## config.mk

```make
export PLATFORM = sky130hd
export DESIGN_NAME = button_debounce_press_classifier_top_flat
export DESIGN_NICKNAME = d
export VERILOG_FILES = /design/src/hw/rtl/bdpc_pkg.sv /design/src/hw/rtl/bdpc_stream_if.sv /design/src/hw/rtl/button_debounce_press_classifier_top.sv /design/src/hw/rtl/bdpc_debounce.sv /design/src/hw/rtl/bdpc_press_fsm.sv /design/src/flat_wrapper.sv
export VERILOG_INCLUDE_DIRS = /design/src /design/src/hw/rtl
export SDC_FILE = /design/constraint.sdc
export NUM_CORES = 1
export LEC_CHECK = 0
export BUFFER_PORTS_ARGS = -buffer_cell sky130_fd_sc_hd__buf_2
export CELL_PAD_IN_SITES_DETAIL_PLACEMENT = 1
export CELL_PAD_IN_SITES_GLOBAL_PLACEMENT = 1
export CORE_MARGIN = 4
export CORE_UTILIZATION = 42
export DETAILED_ROUTE_END_ITERATION = 8
export PLACE_DENSITY_LB_ADDON = 0.1
export SLEW_MARGIN = 20
export SYNTH_ARGS = -nofsm -noshare
export SYNTH_HDL_FRONTEND = slang
export SYNTH_SLANG_ARGS = --single-unit
```

## constraint.sdc

```tcl
create_clock -name clk_i -period 7.8 [get_ports clk_i]
set_clock_uncertainty 0.15 [all_clocks]
set_input_delay 1.56 -clock clk_i [delete_from_list [all_inputs] [get_ports clk_i]]
set_output_delay 1.56 -clock clk_i [all_outputs]
set_load 0.02 [all_outputs]
```

## src/hw/rtl/button_debounce_press_classifier_top_defines.svh

```systemverilog
// Assertion macros for the button debounce / press classifier.
// Clocked on clk_i, disabled while rst_ni is low.
`ifndef BUTTON_DEBOUNCE_PRESS_CLASSIFIER_TOP_DEFINES_SVH
`define BUTTON_DEBOUNCE_PRESS_CLASSIFIER_TOP_DEFINES_SVH

`ifndef NO_ASSERTIONS
`define BDPC_ASSERT(lbl, prop, msg) \
  lbl: assert property (@(posedge clk_i) disable iff (!rst_ni) (prop)) else $error(msg);
`define BDPC_ASSERT_IMP(lbl, ante, cons, msg) \
  lbl: assert property (@(posedge clk_i) disable iff (!rst_ni) (ante) |-> (cons)) \
    else $error(msg);
`define BDPC_ASSERT_NEXT(lbl, ante, cons, msg) \
  lbl: assert property (@(posedge clk_i) disable iff (!rst_ni) (ante) |=> (cons)) \
    else $error(msg);
`else
`define BDPC_ASSERT(lbl, prop, msg)
`define BDPC_ASSERT_IMP(lbl, ante, cons, msg)
`define BDPC_ASSERT_NEXT(lbl, ante, cons, msg)
`endif

`endif

```

## src/hw/rtl/bdpc_pkg.sv

```systemverilog
`timescale 1ns / 1ps

package bdpc_pkg;

  localparam int unsigned TIME_BITS_DEF = 16;

  localparam int unsigned CFG_W     = 16;
  localparam int unsigned CFG_IDX_W = 3;

  localparam logic [CFG_IDX_W-1:0] CFG_DEBOUNCE = 3'd0;
  localparam logic [CFG_IDX_W-1:0] CFG_LONG     = 3'd1;
  localparam logic [CFG_IDX_W-1:0] CFG_QUICK    = 3'd2;
  localparam logic [CFG_IDX_W-1:0] CFG_NORMAL   = 3'd3;

  localparam logic [CFG_W-1:0] DEBOUNCE_RST = 16'd50;
  localparam logic [CFG_W-1:0] LONG_RST     = 16'd2000;
  localparam logic [CFG_W-1:0] QUICK_RST    = 16'd100;
  localparam logic [CFG_W-1:0] NORMAL_RST   = 16'd500;

  localparam logic [1:0] BS_IDLE     = 2'd0;
  localparam logic [1:0] BS_PRESSED  = 2'd1;
  localparam logic [1:0] BS_HELD     = 2'd2;
  localparam logic [1:0] BS_RELEASED = 2'd3;

  localparam logic [2:0] EV_NONE   = 3'd0;
  localparam logic [2:0] EV_QUICK  = 3'd1;
  localparam logic [2:0] EV_NORMAL = 3'd2;
  localparam logic [2:0] EV_MEDIUM = 3'd3;
  localparam logic [2:0] EV_LONG   = 3'd4;

  typedef struct packed {
    logic [CFG_W-1:0] debounce_ms;
    logic [CFG_W-1:0] long_press_ms;
    logic [CFG_W-1:0] quick_limit_ms;
    logic [CFG_W-1:0] normal_limit_ms;
  } cfg_t;

  typedef struct packed {
    logic pin_level;
  } in_t;

  typedef struct packed {
    logic [1:0]  button_state;
    logic [2:0]  press_event;
    logic        debounced_pressed;
    logic [7:0]  presses_seen;
    logic [15:0] press_length;
  } out_t;

endpackage

```

## src/hw/rtl/bdpc_stream_if.sv

```systemverilog
`timescale 1ns / 1ps

interface bdpc_stream_if #(
  parameter type payload_t = logic
) ();
  logic     valid;
  logic     ready;
  payload_t payload;

  modport source (output valid, output payload, input ready);
  modport sink (input valid, input payload, output ready);
endinterface

```

## src/hw/rtl/button_debounce_press_classifier_top.sv

```systemverilog
`timescale 1ns / 1ps
// Button debouncer and press classifier. Each request on in_i is one
// millisecond tick with the raw active-low pin; each produces exactly one
// request on out_o with the FSM state, the press event (nonzero only on
// the tick that enters released), the debounced level, the press count
// and the length of the last press. One request is taken every cycle
// while out_o does not stall; each tick passes from the input register
// through the state update into the output register.
// The output register lets a new tick be taken while a result waits.
// Configuration writes are meant for idle periods only.

`include "button_debounce_press_classifier_top_defines.svh"

module button_debounce_press_classifier_top
  import bdpc_pkg::*;
#(
  parameter int unsigned TIME_BITS = TIME_BITS_DEF
) (
  input  logic                 clk_i,
  input  logic                 rst_ni,
  input  logic                 cfg_we_i,
  input  logic [CFG_IDX_W-1:0] cfg_idx_i,
  input  logic [CFG_W-1:0]     cfg_wdata_i,
  bdpc_stream_if.sink          in_i,
  bdpc_stream_if.source        out_o
);

  cfg_t cfg_q;
  logic in_valid_q;
  in_t  in_q;
  logic out_valid_q;
  out_t out_q;
  logic advance;
  logic stable;
  out_t result;

  always_ff @(posedge clk_i or negedge rst_ni) begin
    if (!rst_ni) begin
      cfg_q.debounce_ms     <= DEBOUNCE_RST;
      cfg_q.long_press_ms   <= LONG_RST;
      cfg_q.quick_limit_ms  <= QUICK_RST;
      cfg_q.normal_limit_ms <= NORMAL_RST;
    end else if (cfg_we_i) begin
      case (cfg_idx_i)
        CFG_DEBOUNCE: cfg_q.debounce_ms     <= cfg_wdata_i;
        CFG_LONG:     cfg_q.long_press_ms   <= cfg_wdata_i;
        CFG_QUICK:    cfg_q.quick_limit_ms  <= cfg_wdata_i;
        CFG_NORMAL:   cfg_q.normal_limit_ms <= cfg_wdata_i;
        default: ;
      endcase
    end
  end

  assign advance    = in_valid_q && (!out_valid_q || out_o.ready);
  assign in_i.ready = !in_valid_q || advance;

  always_ff @(posedge clk_i or negedge rst_ni) begin
    if (!rst_ni) begin
      in_valid_q <= 1'b0;
    end else if (in_i.ready) begin
      in_valid_q <= in_i.valid;
    end
  end

  always_ff @(posedge clk_i) begin
    if (in_i.ready && in_i.valid) begin
      in_q <= in_i.payload;
    end
  end

  bdpc_debounce #(
    .TIME_BITS(TIME_BITS)
  ) u_debounce (
    .clk_i        (clk_i),
    .rst_ni       (rst_ni),
    .en_i         (advance),
    .pin_level_i  (in_q.pin_level),
    .debounce_ms_i(cfg_q.debounce_ms),
    .stable_o     (stable)
  );

  bdpc_press_fsm #(
    .TIME_BITS(TIME_BITS)
  ) u_press_fsm (
    .clk_i   (clk_i),
    .rst_ni  (rst_ni),
    .en_i    (advance),
    .stable_i(stable),
    .cfg_i   (cfg_q),
    .result_o(result)
  );

  always_ff @(posedge clk_i or negedge rst_ni) begin
    if (!rst_ni) begin
      out_valid_q <= 1'b0;
    end else if (advance) begin
      out_valid_q <= 1'b1;
    end else if (out_o.ready) begin
      out_valid_q <= 1'b0;
    end
  end

  always_ff @(posedge clk_i) begin
    if (advance) begin
      out_q <= result;
    end
  end

  assign out_o.valid   = out_valid_q;
  assign out_o.payload = out_q;

  `BDPC_ASSERT_IMP(a_event_only_released, out_valid_q && (out_q.press_event != EV_NONE), out_q.button_state == BS_RELEASED, "press event outside released state")
  `BDPC_ASSERT_IMP(a_released_has_event, out_valid_q && (out_q.button_state == BS_RELEASED), out_q.press_event != EV_NONE, "released state without press event")
  `BDPC_ASSERT_NEXT(a_advance_fills_out, advance, out_valid_q, "computed result not registered")
  `BDPC_ASSERT_NEXT(a_stall_keeps_input, in_valid_q && !advance, in_valid_q && $stable(in_q), "pending tick lost during stall")

endmodule

```

## src/hw/rtl/bdpc_debounce.sv

```systemverilog
`timescale 1ns / 1ps

module bdpc_debounce
  import bdpc_pkg::*;
#(
  parameter int unsigned TIME_BITS = TIME_BITS_DEF
) (
  input  logic             clk_i,
  input  logic             rst_ni,
  input  logic             en_i,
  input  logic             pin_level_i,
  input  logic [CFG_W-1:0] debounce_ms_i,
  output logic             stable_o
);

  localparam int unsigned CmpW = (TIME_BITS > CFG_W) ? TIME_BITS : CFG_W;

  logic                 raw_q, raw_d;
  logic [TIME_BITS-1:0] steady_q, steady_d;
  logic                 stable_q, stable_d;
  logic                 reading;

  assign reading = ~pin_level_i;

  always_comb begin
    raw_d    = reading;
    steady_d = '0;
    if (reading == raw_q) begin
      steady_d = (steady_q == '1) ? steady_q : TIME_BITS'(steady_q + 1'b1);
    end
    stable_d = stable_q;
    if (CmpW'(steady_d) > CmpW'(debounce_ms_i)) begin
      stable_d = reading;
    end
  end

  assign stable_o = stable_d;

  always_ff @(posedge clk_i or negedge rst_ni) begin
    if (!rst_ni) begin
      raw_q    <= 1'b0;
      steady_q <= '0;
      stable_q <= 1'b0;
    end else if (en_i) begin
      raw_q    <= raw_d;
      steady_q <= steady_d;
      stable_q <= stable_d;
    end
  end

endmodule

```

## src/hw/rtl/bdpc_press_fsm.sv

```systemverilog
`timescale 1ns / 1ps

module bdpc_press_fsm
  import bdpc_pkg::*;
#(
  parameter int unsigned TIME_BITS = TIME_BITS_DEF
) (
  input  logic clk_i,
  input  logic rst_ni,
  input  logic en_i,
  input  logic stable_i,
  input  cfg_t cfg_i,
  output out_t result_o
);

  localparam int unsigned CmpW = (TIME_BITS > CFG_W) ? TIME_BITS : CFG_W;

  typedef enum logic [3:0] {
    ST_IDLE     = 4'b0001,
    ST_PRESSED  = 4'b0010,
    ST_HELD     = 4'b0100,
    ST_RELEASED = 4'b1000
  } state_e;

  state_e               state_q, state_d;
  logic [TIME_BITS-1:0] since_q, since_d;
  logic [TIME_BITS-1:0] last_q, last_d;
  logic                 long_q, long_d;
  logic [7:0]           cnt_q, cnt_d;

  always_comb begin
    logic [TIME_BITS-1:0] since_inc;
    logic [CmpW-1:0]      last_ext;
    logic [2:0]           ev;
    logic [1:0]           code;

    since_inc = (since_q == '1) ? since_q : TIME_BITS'(since_q + 1'b1);
    state_d   = state_q;
    since_d   = since_q;
    last_d    = last_q;
    long_d    = long_q;
    cnt_d     = cnt_q;

    case (state_q)
      ST_IDLE: begin
        if (stable_i) begin
          state_d = ST_PRESSED;
          since_d = '0;
          cnt_d   = cnt_q + 8'd1;
        end
      end
      ST_PRESSED: begin
        since_d = since_inc;
        if (!stable_i) begin
          state_d = ST_RELEASED;
          last_d  = since_inc;
        end else if (CmpW'(since_inc) > CmpW'(cfg_i.long_press_ms)) begin
          state_d = ST_HELD;
          long_d  = 1'b1;
        end
      end
      ST_HELD: begin
        since_d = since_inc;
        if (!stable_i) begin
          state_d = ST_RELEASED;
          last_d  = since_inc;
        end
      end
      default: begin
        state_d = ST_IDLE;
        long_d  = 1'b0;
      end
    endcase

    last_ext = CmpW'(last_d);
    ev       = EV_NONE;
    if (state_d == ST_RELEASED) begin
      if (long_d) begin
        ev = EV_LONG;
      end else if (last_ext < CmpW'(cfg_i.quick_limit_ms)) begin
        ev = EV_QUICK;
      end else if (last_ext < CmpW'(cfg_i.normal_limit_ms)) begin
        ev = EV_NORMAL;
      end else begin
        ev = EV_MEDIUM;
      end
    end

    case (state_d)
      ST_PRESSED:  code = BS_PRESSED;
      ST_HELD:     code = BS_HELD;
      ST_RELEASED: code = BS_RELEASED;
      default:     code = BS_IDLE;
    endcase

    result_o.button_state      = code;
    result_o.press_event       = ev;
    result_o.debounced_pressed = stable_i;
    result_o.presses_seen      = cnt_d;
    result_o.press_length      = (last_ext > CmpW'(16'hFFFF)) ? 16'hFFFF : last_ext[15:0];
  end

  always_ff @(posedge clk_i or negedge rst_ni) begin
    if (!rst_ni) begin
      state_q <= ST_IDLE;
      since_q <= '0;
      last_q  <= '0;
      long_q  <= 1'b0;
      cnt_q   <= '0;
    end else if (en_i) begin
      state_q <= state_d;
      since_q <= since_d;
      last_q  <= last_d;
      long_q  <= long_d;
      cnt_q   <= cnt_d;
    end
  end

endmodule

```

## src/flat_wrapper.sv

```systemverilog
// flat-port wrapper written by rule: the top's interface ports become plain ports
module button_debounce_press_classifier_top_flat import bdpc_pkg::*;
#(
  parameter int unsigned TIME_BITS = TIME_BITS_DEF
)
  (clk_i, rst_ni, cfg_we_i, cfg_idx_i, cfg_wdata_i, in_i_valid, in_i_payload, in_i_ready, out_o_valid, out_o_payload, out_o_ready);
  bdpc_stream_if #(.payload_t(in_t)) in_i_i ();
  bdpc_stream_if #(.payload_t(out_t)) out_o_i ();
  input  logic clk_i;
  input  logic rst_ni;
  input  logic cfg_we_i;
  input  logic [CFG_IDX_W-1:0] cfg_idx_i;
  input  logic [CFG_W-1:0] cfg_wdata_i;
  input wire logic [$bits(in_i_i.valid)-1:0] in_i_valid;
  input wire logic [$bits(in_i_i.payload)-1:0] in_i_payload;
  output wire logic [$bits(in_i_i.ready)-1:0] in_i_ready;
  output wire logic [$bits(out_o_i.valid)-1:0] out_o_valid;
  output wire logic [$bits(out_o_i.payload)-1:0] out_o_payload;
  input wire logic [$bits(out_o_i.ready)-1:0] out_o_ready;
  assign in_i_i.valid = in_i_valid;
  assign in_i_i.payload = in_i_payload;
  assign in_i_ready = in_i_i.ready;
  assign out_o_valid = out_o_i.valid;
  assign out_o_payload = out_o_i.payload;
  assign out_o_i.ready = out_o_ready;
  button_debounce_press_classifier_top #(.TIME_BITS(TIME_BITS)) u_core (.clk_i(clk_i), .rst_ni(rst_ni), .cfg_we_i(cfg_we_i), .cfg_idx_i(cfg_idx_i), .cfg_wdata_i(cfg_wdata_i), .in_i(in_i_i), .out_o(out_o_i));
endmodule
```

======== Yosys cells after proc, flatten, opt, wreduce, memory -nomap -nowiden ========
Index checks and enable logic that the tools add are counted.
cells by class
  bitwise logic cells ..................... 2
  magnitude comparators ................... 5
  $add $sub $neg .......................... 3
  eq/ne operators ......................... 13
  reductions and logical operators ........ 18
  mux-type cells .......................... 24
operator list
  kind                   count
  $mux 16                6
  $add 16x1->16 const B  2
  $eq 16x16->1 const B   2
  $gt 16x16->1           2
  $lt 16x16->1           2
  $pmux 16 s2            1
  $gt 16x16->1 const B   1
  $mux 4                 4
  $mux 8                 2
  $pmux 4 s3             1
  $add 8x1->8 const B    1
  $eq 4x2->1 const B     2
  $eq 4x3->1 const B     2
  $reduce_and 2->1       4
  $eq 3x2->1 const B     2
  $mux 1                 6
  $pmux 2 s3             1
  $reduce_or 2->1        3
  $eq 4x1->1 const B     1
  $eq 4x4->1 const B     1
  $reduce_bool 2->1      2
  $eq 3x1->1 const B     1
  $logic_not 3->1        1
  $mux 3                 1
  10 further kinds       14
storage, ports and cells
  register bits after elaboration ......... 160
  output and inout bits ................... 32

======== Depth between registers and ports, before layout ========
Gate-level depths: netlist of run 1.
  word-level depth ........................ 11
  gate-level depth with buffers ........... 25
  depth with buffers taken out ............ 24

======== Hierarchy ========
A second synthesis of run 1 with hierarchy kept.
second synthesis, totals
  cell total of the unflattened synthesis .. 837
  area, all modules ....................... 8931.1 µm²
modules (own cells, without submodules)
  module                                cells each  instances  seq. area each (µm²)  area an instance (µm²)
  bdpc_press_fsm                        452         1          1127.3                3709.8
  button_debounce_press_classifier_top  177         1          2605.0                3489.6
  bdpc_debounce                         208         1          450.4                 1731.7

======== Worst setup path after synthesis of run 1 ========
OpenSTA, ideal clock, no wires.
  path type ............................... register to register
  start ................................... register u_core.u_debounce.steady_q[0]
  end ..................................... register u_core.out_q, in the netlist u_core.out_o.payload[26] (data pin)
  slack ................................... 2139 ps
  arrival ................................. 5257 ps
  stages on the path, launching flop included .. 26
  setup time .............................. 254 ps
  path through ............................ dfrtp_1 -> ha_1 -> nand2_1 -> nor3_1 -> nor3b_2 -> nor3_1 -> and4_1 -> xnor2_1 -> nor2_1 -> ha_1 -> a21oi_1 -> nor3_1 -> or3_1 -> o31a_4 -> nor2_8 -> nand2_4 -> buf_6 -> mux2_2 -> ha_1 -> a21o_1 -> a21o_1 -> a221oi_1 -> o31ai_1 -> a311oi_1 -> a31oi_1 -> nor2b_1
RTL lines
  what                                                  RTL line                                     text
  start: declaration                                    bdpc_debounce.sv:19                          logic [TIME_BITS-1:0] steady_q, steady_d;
  start signal: assignment                              bdpc_debounce.sv:46                          steady_q <= steady_d;
  $add 16x1->16 / $eq 16x16->1 (equally long branches)  bdpc_debounce.sv:29                          steady_d = (steady_q == '1) ? steady_q : TIME_BITS'(steady_q + 1'b1);
  $mux 16 *                                             bdpc_debounce.sv:29
  $mux 16 *                                             bdpc_debounce.sv:28                          if (reading == raw_q) begin
  net u_core.u_debounce.steady_d[9]                     bdpc_debounce.sv:19
  $gt 16x16->1 *                                        bdpc_debounce.sv:32                          if (CmpW'(steady_d) > CmpW'(debounce_ms_i)) begin
  $mux 1 *                                              bdpc_debounce.sv:32
  $mux 16 *                                             bdpc_press_fsm.sv:54, bdpc_press_fsm.sv:64
  $mux 16 *                                             -
  net u_core.u_press_fsm.last_d[13]                     bdpc_press_fsm.sv:27                         logic [TIME_BITS-1:0] last_q, last_d;
  $lt 16x16->1 *                                        bdpc_press_fsm.sv:80                         end else if (last_ext < CmpW'(cfg_i.quick_limit_ms)) begin
  $reduce_or 3->1 (no source line) *                    -
  end signal: assignment                                button_debounce_press_classifier_top.sv:105  out_q <= result;
  end: declaration                                      button_debounce_press_classifier_top.sv:32   out_t out_q;
The timed path passes the listed nets; every way through them passes the cells marked *.
A chain may end at the register's enable or synchronous reset.

======== Worst setup path after layout of run 1 ========
  start ................................... register u_core.u_debounce.steady_q[0]
  end ..................................... register u_core.out_q, in the netlist u_core.out_o.payload[25] (data pin)
on the way
  cells in the longest elaborated chain, start to end .. 10
ends and longest elaborated chain
  what                                                  RTL line                                    text
  $add 16x1->16 / $eq 16x16->1 (equally long branches)  bdpc_debounce.sv:29
  $mux 16 *                                             bdpc_debounce.sv:29
  $mux 16 *                                             bdpc_debounce.sv:28
  net u_core.u_debounce.steady_d[9]                     bdpc_debounce.sv:19
  $gt 16x16->1 *                                        bdpc_debounce.sv:32
  $mux 1 *                                              bdpc_debounce.sv:32
  $mux 16 *                                             bdpc_press_fsm.sv:54, bdpc_press_fsm.sv:64
  $mux 16 *                                             -
  net u_core.u_press_fsm.last_d[9]                      bdpc_press_fsm.sv:27
  $lt 16x16->1                                          bdpc_press_fsm.sv:82                        end else if (last_ext < CmpW'(cfg_i.normal_limit_ms)) begin
  $mux 1                                                bdpc_press_fsm.sv:82
  $mux 2 *                                              bdpc_press_fsm.sv:80
Marks and branches as above.

==> results.json, run 1 <==
{
  "total_leakage_power_nw": 4.75,
  "nNetsFinal": 960,
  "synth_cells": 811,
  "syn_to_final_growth_pct": 13.6,
  "comb_power_share_pct": 15.6,
  "grt-ovfl-total": 0,
  "synth-async-reset-ratio_pct": 80.6,
  "synth.cell_area_mm2": 0.00869,
  "core_area_mm2": 0.0203,
  "holdPathStages": 1,
  "finalSetupTns_ns": 0,
  "maxSlewHeadroom_pct": 32.5,
  "place_area_mm2": 0.00928,
  "first_pass_iters": 5,
  "syn_area_per_cell_um2": 10.7,
  "cts_tree": "built",
  "routabilityCongestion": 0.842,
  "crit_chain": "ha_1 -> nand2_1 -> nor3_1 -> nor3b_2 -> nor3_1 -> and4_1 -> xnor2_1 -> nor2_1 -> ha_1 -> a21oi_1 -> nor3_1 -> or3_1 -> o31a_4 -> nor2_8 -> nand2_4 -> mux2_2 -> ha_1 -> a21o_1 -> a21o_1 -> a211oi_1 -> o21bai_1 -> a21o_1 -> a221oi_1 -> a31oi_1",
  "vdd_ir_drop_max_uv": 151,
  "cp-start-kind": "flip-flop",
  "clk_latency_ns": 0.43,
  "reg2reg_slack_ns": 1.46,
  "drv_cap": 0,
  "synth_seq_cells": 160,
  "clock-sinks": 160,
  "die_w_um": 152,
  "vias": 6348,
  "track_usage_pct": 20.4,
  "status": "finished, final reports clean",
  "wl_per_cell_um": 20.1,
  "io_buffers": 56,
  "finalHoldWorstSlack_ns": 0.354,
  "fmax_mhz": 158,
  "post-cts-setup-buffer-count": 0,
  "dp_hpwl_mm": 17.3,
  "rows": 52,
  "dp_cells": 1121,
  "ys_seq_area_share_pct": 48.1,
  "first_global_vias": 6959,
  "cp_max_fo": 17,
  "period_share_pct": 81.2,
  "grt_pass1_wl_mm": 37.6,
  "rr_endpoint": "u_core.out_o.payload[25]",
  "initial_utilization_pct": 42.8,
  "clock_power_share_pct": 38.5,
  "swShare_pct": 29.4,
  "tightest_slew_ns": 1.01,
  "min_to": "u_core.u_press_fsm.cnt_q[7]",
  "final_area_mm2": 0.00988,
  "rsz0062_at_grt": "no",
  "cts_buffers": 17,
  "setup-violations-final": 0,
  "antenna_cells": 0,
  "synth_top_area_cell": "dfrtp_1",
  "period_minus_slack_ns": 6.34,
  "cts_resized": 0,
  "path_clk_slew_ns": 0.07,
  "drt-initial-drc-count": 350,
  "htreeDepth": 4,
  "synth_edf_count": 31,
  "required_ns": 7.82,
  "hold_class": "reg -> reg",
  "drv_slew": 0,
  "p_seq_share_pct": 45.9,
  "r2r_cells": 24,
  "clk_path_buf_depth": 2,
  "io_pins": 57,
  "end_kind": "flip-flop",
  "drive_gt1_share_pct": 21.7,
  "timing.rr.start": "u_core.u_debounce.steady_q[0]",
  "synthesis.nets": 901,
  "powerDensity_mw_per_mm2": 219,
  "routed_wl_mm": 23.1,
  "worstSetupPathType": "reg -> reg",
  "p_sw_mw": 0.637,
  "dieArea_mm2": 0.0231,
  "synth_top_area_share_pct": 31.7,
  "ys_types": 68,
  "arrival_ns": 6.36,
  "detail-route-antenna-nets": 0,
  "min_from": "u_core.u_press_fsm.cnt_q[7]",
  "hold_violations": 0,
  "fin_cells": 1153,
  "slowest_stage": "nor3_1",
  "cts_hold_buf": 0,
  "grt_start_max_net_pins": 80,
  "clockRootBuffer": "clkbuf_16",
  "antenna_found_initial": 0,
  "drc": 0,
  "yosys-top-cells-area": "dfrtp_1 (32%), edfxtp_1 (11%), ha_1 (9.4%)",
  "synth-main-ff-cell": "dfrtp_1",
  "p_int_mw": 1.53,
  "critPathMaxStageDelay_ns": 0.45,
  "via_per_inst": 5.51,
  "yosysWarnings": 0,
  "die_h_um": 152
}
power groups by stage:
stage | Combinational, mW | Clock (mW) | Sequential (mW)
after floorplan | 0.201 | 0 | 1.01
after global placement | 0.316 | 0 | 1.01
after detailed placement | 0.338 | 0 | 1.01
after CTS | 0.343 | 0.854 | 0.995
after global routing | 0.381 | 0.891 | 1.00
final | 0.339 | 0.833 | 0.994
cell usage after synthesis, types with 2 or more instances:
cell and n:
nor4b_1 2, o31ai_1 13, mux2_4 10, a22o_1 14, nand4_2 2, o21bai_1 2, and4_1 5, xor2_1 23
nor2_1 36, and2_1 2, clkbuf_1 17, o21ai_0 64, a31oi_1 6, buf_6 4, inv_1 70, nand3b_1 2
a21o_1 18, nor4_1 6, a21oi_1 22, a221oi_1 3, or2_2 4, mux2_1 2, mux2_2 45, dfstp_2 19
o21a_1 3, a221o_1 2, dfrtp_1 110, nor2b_1 3, nor4bb_1 2, nor3_1 13, ha_1 65, nor3b_1 2
edfxtp_1 31, nand2_1 93, xnor2_1 16, nand3_1 21, nor4_4 2, and3_1 8, nand2b_1 8, nand4_1 13
cells by family (layout without fill, tap and decap cells):
| kind of cell | Yosys count | after routing | synth area share [%] |
|---|---|---|---|
| adders and majority gates | 65 | 65 | 9.36 |
| xor gates and xnor gates | 39 | 39 | 3.93 |
| muxes | 58 | 58 | 7.93 |
| AOI/OAI and AO/OA | 163 | 163 | 12.4 |
| buffers and inverters | 93 | 165 | 4.38 |
| and+or+nand+nor | 233 | 233 | 13.9 |
| DFF | 160 | 160 | 48.1 |
metal layers:
metal,vias to the layer above,part of all wire (%),track usage [%]
li1,2991,-,-
met2,99,48,32.9
met5,-,0,0
met1,3234,48,28.6
met3,24,2.6,3.44
met4,0,1.6,5.86
stage by stage:
| step | setup slack (ns) | power (mW) | utilization [%] |
|---|---|---|---|
| 2_1_floorplan | 2.14 | 1.21 | - |
| 3_5_place_dp | 1.46 | 1.35 | 45.7 |
| 4_1_cts | 1.42 | 2.19 | 48.6 |
| 3_3_place_gp | 1.72 | 1.32 | 45.7 |
| 5_1_grt | 0.935 | 2.28 | 48.7 |
| 6_report | 1.46 | 2.17 | 48.7 |
cells in the final DEF (no fill, tap or decap), types with 5 or more instances in the layout:
cell type	synthesis	final
nand4_1	13	13
ha_1	65	65
dfrtp_1	110	110
nor4_1	6	6
nor3_1	13	13
nand2_1	93	93
nor2_1	36	35
a22o_1	14	14
o31ai_1	13	13
a31oi_1	6	6
dfstp_2	19	19
a21o_1	18	18
nand3_1	21	21
edfxtp_1	31	31
buf_2	1	55
o21ai_0	64	64
nand2b_1	8	8
buf_4	0	6
inv_1	70	70
xnor2_1	16	16
and3_1	8	8
xor2_1	23	23
and4_1	5	5
mux2_2	45	45
mux2_4	10	10
a21oi_1	22	22
clkbuf_16	0	19
worst max path at each step:
stage | from | endpoint | slack [ns]
floorplan | u_core.u_debounce.steady_q[0] | u_core.out_o.payload[26] | 2.14
global placement | u_core.u_debounce.steady_q[0] | u_core.out_o.payload[25] | 1.72
detailed placement | u_core.u_debounce.steady_q[0] | u_core.out_o.payload[25] | 1.46
CTS | u_core.u_debounce.steady_q[0] | u_core.out_o.payload[25] | 1.42
global route | u_core.u_debounce.steady_q[0] | u_core.out_o.payload[26] | 0.93
finish | u_core.u_debounce.steady_q[0] | u_core.out_o.payload[25] | 1.46
worst max-delay path, delay by kind of cell (launching register included):
kind | cells | cell delay (ns)
and+or+nand+nor | 10 | 2.28
AOI/OAI and AO/OA | 9 | 1.79
adders and majority gates | 3 | 0.87
DFF | 1 | 0.41
muxes | 1 | 0.37
xor gates and xnor gates | 1 | 0.18
layout make-up:
cell class,instances,area [um^2]
tap,270,338
fill,2263,10400
timing repair buffer,62,332
clock inverter,13,115
inverter,71,267
multi-input combinational,558,4170
clock buffer,19,475
sequential,160,4180
registers in the layout, indices dropped and copies added, names as in the netlist:
register and flops:
u_core.cfg_q 64, u_core.out_o.payload 30, u_core.u_debounce.steady_q 16, u_core.u_press_fsm.last_q 16, u_core.u_press_fsm.since_q 16, u_core.u_press_fsm.cnt_q 8
u_core.u_press_fsm.state_q 4, u_core.in_q 1, u_core.in_valid_q 1, u_core.out_o.valid 1, u_core.u_debounce.raw_q 1, u_core.u_debounce.stable_q 1
u_core.u_press_fsm.long_q 1
Power figures use the tool's default switching activity.
==> run 2, diff against run 1 <==
Clock period 7.8 ns to 6.3 ns, I/O delays scaled along.
==> results.json, run 2 (synthesized netlist as in run 1, its figures left out) <==
{
  "utilization_pct": 49.2,
  "track_usage_pct": 20.9,
  "rows": 52,
  "drv_cap": 0,
  "r2r_cells": 25,
  "first_global_vias": 6764,
  "detail-route-antenna-nets": 0,
  "first_pass_iters": 5,
  "grt_pass1_wl_mm": 38.2,
  "tightest_slew_ns": 1.06,
  "total_leakage_power_nw": 4.83,
  "path_clk_slew_ns": 0.07,
  "multiInputGateArea_mm2": 0.00422,
  "min_from": "u_core.u_press_fsm.cnt_q[7]",
  "reg2reg_slack_ns": 0.22,
  "maxSlewHeadroom_pct": 28.8,
  "drive_gt1_share_pct": 22.7,
  "io_buffers": 56,
  "drt-initial-drc-count": 324,
  "setup-violations-final": 0,
  "vdd_ir_drop_max_uv": 175,
  "clock_power_share_pct": 40.2,
  "timing.rr.start": "u_core.u_debounce.steady_q[0]",
  "p_sw_mw": 0.789,
  "dp_hpwl_mm": 17.1,
  "layout_common_cells": "dfrtp_1 (110), nand2_1 (93), inv_1 (70)",
  "cts_buffers": 17,
  "p_int_mw": 1.97,
  "cts_hold_buf": 0,
  "clk_latency_ns": 0.44,
  "die_h_um": 152,
  "drc": 0,
  "clock-sinks": 160,
  "routed_wl_mm": 23.7,
  "end_kind": "flip-flop",
  "arrival_ns": 6.12,
  "min_to": "u_core.u_press_fsm.cnt_q[7]",
  "worstSetupPathType": "reg -> reg",
  "period_minus_slack_ns": 6.08,
  "grt-ovfl-total": 0,
  "powerDensity_mw_per_mm2": 276,
  "io_pins": 57,
  "comb_power_share_pct": 15.1,
  "met3_usage_pct": 3.58,
  "holdPathStages": 1,
  "antenna_cells": 0,
  "initial_utilization_pct": 42.8,
  "use_met1_pct": 29.3,
  "clk_path_buf_depth": 2,
  "syn_to_final_growth_pct": 14.9,
  "swShare_pct": 28.6,
  "rr_endpoint": "u_core.out_o.payload[25]",
  "dieArea_mm2": 0.0231,
  "routabilityCongestion": 0.944,
  "status": "finished, final reports clean",
  "htreeDepth": 4,
  "period_share_pct": 96.6,
  "seq_area_mm2": 0.00418,
  "required_ns": 6.33,
  "via_per_inst": 5.56,
  "wl_per_cell_um": 20.5,
  "p_seq_share_pct": 44.7,
  "final_common_cell": "dfrtp_1",
  "core_area_mm2": 0.0203,
  "die_w_um": 152,
  "total_power_mw": 2.76,
  "hold_violations": 0,
  "antenna_found_initial": 0,
  "cp_max_fo": 17,
  "vias": 6436,
  "hold_class": "reg -> reg",
  "busiest_layer": "met2",
  "cts_tree": "built",
  "cp-start-kind": "flip-flop",
  "nNetsFinal": 965,
  "grt_start_max_net_pins": 67,
  "fillerInstances": 2226,
  "drv_slew": 0,
  "regMostFlops": "u_core.cfg_q",
  "fmax_mhz": 164,
  "clockRootBuffer": "clkbuf_16",
  "largest_reg_flops": 64,
  "met2_usage_pct": 33.8
}
## run 2: changes by cell type in the layout (fill, tap and decap cells not counted), moves of 3 or more
cell	change
buf_4	+6
bufinv_16	+3
clkinv_4	-3
clkinvlp_4	-3
nor3_1	-3
nor3_2	+3
## run 2: layout make-up
class	count	area share, %
repair buffers	67	3.66
well taps	270	3.38
clock buffers	19	4.44
flip-flops and latches	160	41.9
multi-input cells	558	42.2
clock inverters	13	1.72
inverters	71	2.67
## run 2: how the worst max path moves through the flow
stage | startpoint | end
final | u_core.u_debounce.steady_q[0] | u_core.out_o.payload[25]
after global routing | u_core.u_debounce.steady_q[3] | u_core.out_o.payload[25]
after CTS | u_core.u_debounce.steady_q[0] | u_core.out_o.payload[25]
after detailed placement | u_core.u_debounce.steady_q[0] | u_core.out_o.payload[25]
after global placement | u_core.u_debounce.steady_q[0] | u_core.out_o.payload[25]
after floorplan | u_core.u_debounce.steady_q[0] | u_core.out_o.payload[26]
## run 2: metal layers
layer / wire (um) / up-vias / part of all wire (%)
li1: - / 3012 / -
met4: 306 / 0 / 1.3
met3: 787 / 21 / 3.3
met2: 11400 / 127 / 48
met5: 0 / - / 0
met1: 11200 / 3276 / 47
## run 2: critical path: stages, from the launching register on
cell and delay (ns):
dfrtp_1 0.42, ha_1 0.21, nand2_1 0.11, nor3_2 0.19, nor3b_4 0.28, buf_4 0.16
nor2_1 0.06, and3_1 0.20, xnor2_1 0.19, nor2_1 0.10, ha_1 0.33, a21oi_1 0.17
o21ai_0 0.14, and4_1 0.27, o31a_4 0.40, nor2_8 0.20, nand2_8 0.14, mux2_2 0.38
ha_1 0.32, a21o_1 0.17, a21o_1 0.19, a211oi_2 0.28, o21bai_1 0.12, a21o_1 0.18
a221oi_1 0.33, a31oi_1 0.12
## run 2: repair_timing
action                                  CTS  global route
setup buffers                             0             4
hold endpoints to repair                  0             0
gates resized for setup                   0             8
endpoints found under the setup margin    0             2
## run 2: metrics by stage
stage / setup WS, ns / cells / instance area, um^2 / hold slack (ns) / setup TNS, ns
4_1_cts: 0.0322 / 1154 / 9910 / 0.346 / 0
2_1_floorplan: 0.639 / 811 / 8690 / 0.305 / 0
3_5_place_dp: 0.0746 / 1122 / 9290 / 0.332 / 0
6_report: 0.217 / 1158 / 9980 / 0.340 / 0
5_1_grt: -0.0775 / 1158 / 9980 / 0.360 / -0.0948
3_3_place_gp: 0.496 / 1122 / 9290 / 0.315 / 0
## run 2: power by group through the flow
| stage | logic (mW) | clock network [mW] | registers [mW] |
|---|---|---|---|
| final | 0.417 | 1.11 | 1.23 |
| after global routing | 0.473 | 1.17 | 1.25 |
| after floorplan | 0.248 | 0 | 1.25 |
| after CTS | 0.421 | 1.13 | 1.23 |
| after global placement | 0.393 | 0 | 1.24 |
| after detailed placement | 0.415 | 0 | 1.25 |
